<file path="config.mk">
export PLATFORM = sky130hd
export DESIGN_NAME = blp_ctrl
export DESIGN_NICKNAME = d
export VERILOG_FILES = /design/src/hdl/blp_pkg.sv /design/src/hdl/blp_ctrl.sv
export SDC_FILE = /design/constraint.sdc
export NUM_CORES = 1
export LEC_CHECK = 0
export BUFFER_PORTS_ARGS = -buffer_cell sky130_fd_sc_hd__clkbuf_2
export CAP_MARGIN = 20
export CORE_ASPECT_RATIO = 1.4
export CORE_UTILIZATION = 41
export DETAILED_ROUTE_END_ITERATION = 6
export REMOVE_ABC_BUFFERS = 1
export SYNTH_ARGS = -nofsm -noshare
export SYNTH_HDL_FRONTEND = slang
export SYNTH_SLANG_ARGS = --single-unit
</file>
<file path="constraint.sdc">
create_clock -name i_clk -period 2.6 [get_ports i_clk]
set_input_delay 0.39 -clock i_clk [delete_from_list [all_inputs] [get_ports i_clk]]
set_output_delay 0.39 -clock i_clk [all_outputs]
set_load 0.01 [all_outputs]
</file>
<file path="src/hdl/blp_pkg.sv">
// Shared types, constants and tables of the burst length predictor.
`default_nettype none
package blp_pkg;

    localparam int TIME_W = 48;
    localparam int VAL_W  = 48;
    localparam int FRAC_W = 8;
    localparam int OUT_W  = 40;
    localparam int CFG_W  = 32;
    localparam int DIVQ_W = TIME_W + 8;
    localparam int PROD_W = 65;
    localparam int ACC_W  = 66;

    localparam logic [2:0] REQ_START = 3'd0;
    localparam logic [2:0] REQ_STOP  = 3'd1;
    localparam logic [2:0] REQ_INTR  = 3'd2;
    localparam logic [2:0] REQ_QUERY = 3'd3;
    localparam logic [2:0] REQ_CLEAR = 3'd4;

    localparam logic [2:0] CFG_MERGE_GAP  = 3'd0;
    localparam logic [2:0] CFG_VALID_TIME = 3'd1;
    localparam logic [2:0] CFG_HALF_LIFE  = 3'd2;
    localparam logic [2:0] CFG_ALPHA      = 3'd3;
    localparam logic [2:0] CFG_COLD_START = 3'd4;

    // Q32 value of 2^-(2^k/256)
    function automatic logic [31:0] pow_q32(input logic [2:0] k);
        logic [31:0] v;
        case (k)
            3'd0: v = 32'd4283353945;
            3'd1: v = 32'd4271771996;
            3'd2: v = 32'd4248701965;
            3'd3: v = 32'd4202935003;
            3'd4: v = 32'd4112874773;
            3'd5: v = 32'd3938502376;
            3'd6: v = 32'd3611622603;
            default: v = 32'd3037000500;
        endcase
        return v;
    endfunction

    typedef enum logic [4:0] {
        OP_NONE, OP_LATCH, OP_START, OP_STOP_END, OP_INTR, OP_CLEAR, OP_STALE,
        OP_LOADD, OP_DIV_LOAD, OP_DIV_STEP, OP_POW_MUL, OP_POW_RND, OP_POW_SKIP,
        OP_FACT, OP_HMUL_LO, OP_HMUL_HI, OP_HSUM, OP_PEAK, OP_EMA_A_LO,
        OP_EMA_A_HI, OP_EMA_B_LO, OP_EMA_B_HI, OP_EMA_SUM, OP_ADD_FIN, OP_PRED,
        OP_OUT
    } t_dp_op;

    typedef enum logic [4:0] {
        ST_IDLE, ST_DISPATCH, ST_STALE, ST_LOADD, ST_DCHK, ST_DIV, ST_POW,
        ST_POWR, ST_HLO, ST_HHI, ST_HSUM, ST_PEAK, ST_TAIL, ST_EA_HI, ST_EB_LO,
        ST_EB_HI, ST_ESUM, ST_AFIN, ST_STOPEND, ST_DONE
    } t_state;

    typedef struct packed {
        t_dp_op op;
        logic   sel;
        logic   in_ready;
    } t_dp_cmd;

    typedef struct packed {
        logic [2:0] req;
        logic       burst_open;
        logic       decay_go;
        logic       div_last;
        logic       pow_bit;
        logic       pow_done;
        logic       out_free;
    } t_dp_sts;

endpackage
`default_nettype wire

</file>
<file path="src/hdl/blp_ctrl.sv">
// Controller: sequences each item's work over the datapath.
`default_nettype none
module blp_ctrl (
    input  wire              i_clk,
    input  wire              i_rst_n,
    input  wire              i_in_valid,
    input  blp_pkg::t_dp_sts i_sts,
    output blp_pkg::t_dp_cmd o_cmd
);
    import blp_pkg::*;

    t_state r_state, n_state;
    logic   r_sel, n_sel;

    always_ff @(posedge i_clk) begin
        if (!i_rst_n) begin
            r_state <= ST_IDLE;
            r_sel   <= 1'b0;
        end else begin
            r_state <= n_state;
            r_sel   <= n_sel;
        end
    end

    always_comb begin
        n_state        = r_state;
        n_sel          = r_sel;
        o_cmd.op       = OP_NONE;
        o_cmd.sel      = r_sel;
        o_cmd.in_ready = 1'b0;
        case (r_state)
            ST_IDLE: begin
                o_cmd.in_ready = 1'b1;
                if (i_in_valid) begin
                    o_cmd.op = OP_LATCH;
                    n_state  = ST_DISPATCH;
                end
            end
            ST_DISPATCH: begin
                n_sel = 1'b0;
                case (i_sts.req)
                    REQ_START: begin
                        o_cmd.op = OP_START;
                        n_state  = ST_DONE;
                    end
                    REQ_STOP: begin
                        n_state = i_sts.burst_open ? ST_LOADD : ST_STOPEND;
                    end
                    REQ_INTR: begin
                        o_cmd.op = OP_INTR;
                        n_state  = ST_DONE;
                    end
                    REQ_QUERY: n_state = ST_STALE;
                    REQ_CLEAR: begin
                        o_cmd.op = OP_CLEAR;
                        n_state  = ST_DONE;
                    end
                    default: n_state = ST_DONE;
                endcase
            end
            ST_STALE: begin
                o_cmd.op = OP_STALE;
                n_state  = ST_DCHK;
            end
            ST_LOADD: begin
                o_cmd.op = OP_LOADD;
                n_state  = ST_DCHK;
            end
            ST_DCHK: begin
                if (i_sts.decay_go) begin
                    o_cmd.op = OP_DIV_LOAD;
                    n_state  = ST_DIV;
                end else begin
                    n_state = ST_TAIL;
                end
            end
            ST_DIV: begin
                o_cmd.op = OP_DIV_STEP;
                if (i_sts.div_last) begin
                    n_state = ST_POW;
                end
            end
            ST_POW: begin
                if (i_sts.pow_done) begin
                    o_cmd.op = OP_FACT;
                    n_state  = ST_HLO;
                end else if (i_sts.pow_bit) begin
                    o_cmd.op = OP_POW_MUL;
                    n_state  = ST_POWR;
                end else begin
                    o_cmd.op = OP_POW_SKIP;
                end
            end
            ST_POWR: begin
                o_cmd.op = OP_POW_RND;
                n_state  = ST_POW;
            end
            ST_HLO: begin
                o_cmd.op = OP_HMUL_LO;
                n_state  = ST_HHI;
            end
            ST_HHI: begin
                o_cmd.op = OP_HMUL_HI;
                n_state  = ST_HSUM;
            end
            ST_HSUM: begin
                o_cmd.op = OP_HSUM;
                n_state  = ST_PEAK;
            end
            ST_PEAK: begin
                o_cmd.op = OP_PEAK;
                n_state  = ST_TAIL;
            end
            ST_TAIL: begin
                if (i_sts.req == REQ_STOP) begin
                    o_cmd.op = OP_EMA_A_LO;
                    n_state  = ST_EA_HI;
                end else begin
                    o_cmd.op = OP_PRED;
                    n_sel    = 1'b1;
                    n_state  = r_sel ? ST_DONE : ST_STALE;
                end
            end
            ST_EA_HI: begin
                o_cmd.op = OP_EMA_A_HI;
                n_state  = ST_EB_LO;
            end
            ST_EB_LO: begin
                o_cmd.op = OP_EMA_B_LO;
                n_state  = ST_EB_HI;
            end
            ST_EB_HI: begin
                o_cmd.op = OP_EMA_B_HI;
                n_state  = ST_ESUM;
            end
            ST_ESUM: begin
                o_cmd.op = OP_EMA_SUM;
                n_state  = ST_AFIN;
            end
            ST_AFIN: begin
                o_cmd.op = OP_ADD_FIN;
                n_sel    = 1'b1;
                n_state  = r_sel ? ST_STOPEND : ST_LOADD;
            end
            ST_STOPEND: begin
                o_cmd.op = OP_STOP_END;
                n_state  = ST_DONE;
            end
            ST_DONE: begin
                if (i_sts.out_free) begin
                    o_cmd.op = OP_OUT;
                    n_state  = ST_IDLE;
                end
            end
            default: n_state = ST_IDLE;
        endcase
    end

    a_pow_loop: assert property (@(posedge i_clk) disable iff (!i_rst_n)
        (r_state == ST_POW && !i_sts.pow_done) |=> (r_state == ST_POW || r_state == ST_POWR))
        else $error("factor loop left early");
    a_second_add: assert property (@(posedge i_clk) disable iff (!i_rst_n)
        (r_state == ST_AFIN && !r_sel) |=> (r_state == ST_LOADD && r_sel))
        else $error("merged tracker sample skipped");
    a_div_end: assert property (@(posedge i_clk) disable iff (!i_rst_n)
        (r_state == ST_DIV && i_sts.div_last) |=> (r_state == ST_POW))
        else $error("divider did not hand over");

endmodule
`default_nettype wire

</file>
==> flow_summary.yaml <==
power_and_ir_drop:
  vdd.ir_drop.worst_mv: 0.658
  power-per-cell-area_mw_per_mm2: 1100
  leakage_nw: 0.376
floorplanning:
  num_rows: 19
  io-pin-count: 19
  initial_core_util: 0.436
  placeableCoreArea_mm2: 0.00195
  chipHeight_um: 55.9
  die_w_um: 40.5
  die-area_mm2: 0.00226
route:
  detailed_router_iteration_count_before_antenna_repair: 4
  total_number_of_vias: 1086
  detail-route-antenna-nets: 0
  totalWireLength_um: 2530
  drc_viols: 0
  wire_per_inst_um: 15.3
  viasPerCell: 6.58
  initialDrtViolationCount: 49
yosys:
  synth_edf_count: 0
  synth-seq-area-share: 0.141
  yosys.cell_types.count: 46
  synth_area_um2: 851
  syn-mean-instance-area_um2: 6.45
  syn-instance-count: 132
  ys_top_cells_by_area: "sky130_fd_sc_hd__dfxtp_1, sky130_fd_sc_hd__nor2_1, sky130_fd_sc_hd__a21oi_1, sky130_fd_sc_hd__nor2b_1, sky130_fd_sc_hd__o21ai_1"
  yosys_warnings: 0
  synth_top_area_share: 0.141
  postSynthRegisterBits: 6
  synth_top_cells_by_count: "sky130_fd_sc_hd__nor2_1, sky130_fd_sc_hd__a21oi_1, sky130_fd_sc_hd__clkbuf_1"
  synthMostInstantiatedCell: "sky130_fd_sc_hd__nor2_1"
  yosys_most_used_dff: "sky130_fd_sc_hd__dfxtp_1"
  ys_async_sr_fraction: 0
  post-synth-top-area-cell: "sky130_fd_sc_hd__dfxtp_1"
cts:
  post_cts_resized: 0
  cts_num_sinks: 6
  tritoncts.num_buffers: 3
  clk-insertion-delay-late_ns: 0.24
  tritoncts: "yes"
  ctsLongestPathBuffers: 2
  cts.root.buffer_cell: "sky130_fd_sc_hd__clkbuf_4"
  cts_hold_buf: 0
  clk_pin_slew_worst_paths_ns: 0.04
  clock_tree.htree_level_count: 1
  postCtsSetupBuffers: 0
sta:
  timing.final.ws_setup_ns: 0.258
  period_share: 0.901
  final.min_clock_period_ns: 2.34
  fin_setup_tns_ns: 0
  timing.final.setup_violations: 0
  grt_setup_unrepaired: "no"
  tightestPinTransition_ns: 0.485
  fin_worst_skew_ns: 0.00573
  report.final.slew_viol_count: 0
  clock.fmax_ghz: 0.427
  slew-limit-headroom: 0.676
  final-hold-violation-count: 0
finish:
  nNetsFinal: 158
  footprint_of_the_multi_input_gates_um2: 657
  layout-drive-gt1-share: 0.194
  ff_latch_area_um2: 121
  diodes: 0
  areaGrowthSynthToFinish_pct: 14.0
  fill_cell_total_of_the_finished_layout: 206
global_routing:
  grt_pass1_vias: 935
  grt_overflow_total: 0
  track_usage: 0.245
  wire_length_of_the_first_global_routing_pass_um: 4060
  initial_antenna_violation_count: 0
  grt_start_max_net_pins: 29
run_status:
  run_status: "completed"
worst_hold_path:
  min_from: "i_rst_n"
  hold_path.class: "input pin to flip-flop"
placement:
  detailedPlacementHpwl_um: 1820
  detailedPlace.worstSlack_ns: 0.443
  io_buffers: 18
  weighted_congestion_at_the_end_of_routability_driven_global_placement: 0.900
critical_path:
  regToRegStartpoint: "r_state[0]"
  critPathMaxFanout: 6
  crit_path_start_kind: "flip-flop"
  crit_path_end_kind: "output port"
  worst-setup-path-type: "flip-flop to output port"
  crit_path_start: "r_state[4]"
  critical_path_required_ns: 2.21
  register_to_register_path_setup_slack_ns: 0.88
  arrival_ns: 1.95
run:
  drv.max_cap_violation_count: 0
==> metal layers <==
metal,global-route usage,share of wire,vias up
li1,-,-,519
met1,0.336,0.41,526
met2,0.336,0.52,37
met3,0.0480,0.046,4
met4,0.152,0.021,0
met5,0,0,-
==> per-stage QoR <==
| stage | hold slack, ns | std cells | utilization | cell area, um2 | power (mW) |
|---|---|---|---|---|---|
| after floorplan | 0.507 | 118 | - | 792 | 0.725 |
| after global placement | 0.560 | 162 | 0.485 | 946 | 0.978 |
| after detailed placement | 0.555 | 162 | 0.485 | 946 | 0.978 |
| final | 0.403 | 165 | 0.497 | 970 | 1.07 |
| after global routing | 0.388 | 165 | 0.497 | 970 | 1.18 |
| after CTS | 0.395 | 165 | 0.497 | 968 | 1.07 |
==> report_power, final <==
part / internal [mW] / leakage, nW / switching, mW
combinational: 0.335 / 0.313 / 0.485
sequential: 0.124 / 0.0495 / 0.0457
clock: 0.0519 / 0.0138 / 0.0295
total: 0.511 / 0.376 / 0.560
==> kinds of logic (layout without fill, tap and decap cells) <==
| group | count (synthesis) | in the layout | synth area share |
|---|---|---|---|
| and+or+nand+nor | 55 | 55 | 0.341 |
| DFF | 6 | 6 | 0.141 |
| AOI/OAI and AO/OA | 51 | 51 | 0.409 |
| buffers and inverters | 18 | 30 | 0.0868 |
| xor gates and xnor gates | 1 | 1 | 0.0103 |
| muxes | 1 | 1 | 0.0118 |
==> worst max-delay path: stages (launching register included) <==
cell                       delay [ns]
sky130_fd_sc_hd__dfxtp_1         0.30
sky130_fd_sc_hd__or2_1           0.29
sky130_fd_sc_hd__or3_1           0.38
sky130_fd_sc_hd__or4_1           0.40
sky130_fd_sc_hd__o21ai_1         0.10
sky130_fd_sc_hd__a221o_1         0.12
sky130_fd_sc_hd__clkbuf_2        0.12
==> state kept, by name (all words and copies together), names as in the netlist <==
register,flops
r_sel,1
r_state,5
==> layout by cell type, fill, tap and decap left out, drive strengths merged, types with 2 or more instances in the layout <==
cell type and count:
o211ai 2, nor3 5, inv 4, nor2 18
a221o 2, clkbuf 21, a31oi 2, or2 2
nand3b 2, o31ai 2, buf 5, nand3 2
o21bai 2, nor2b 8, o2bb2ai 2, nand2b 2
a21oi 13, nor4b 2, nand2 6, a211oi 4
or3 2, nor3b 2, o21a 2, o21ai 9
dfxtp 6, a221oi 2
==> path summary, 6_finish.rpt <==
check,to,depth (start not counted)
min,r_state[2],2
min reg2reg,r_sel,2
max,o_cmd[3],6
max reg2reg,r_state[0],6
==> area by class of cell <==
class                   instances  share of cell area
inverters                       4              0.0155
flip-flops and latches          6               0.125
multi-input cells             108               0.677
clock buffers                   3              0.0232
well taps                      21              0.0271
repair buffers                 23               0.132
(Power assumes the default switching activity.)
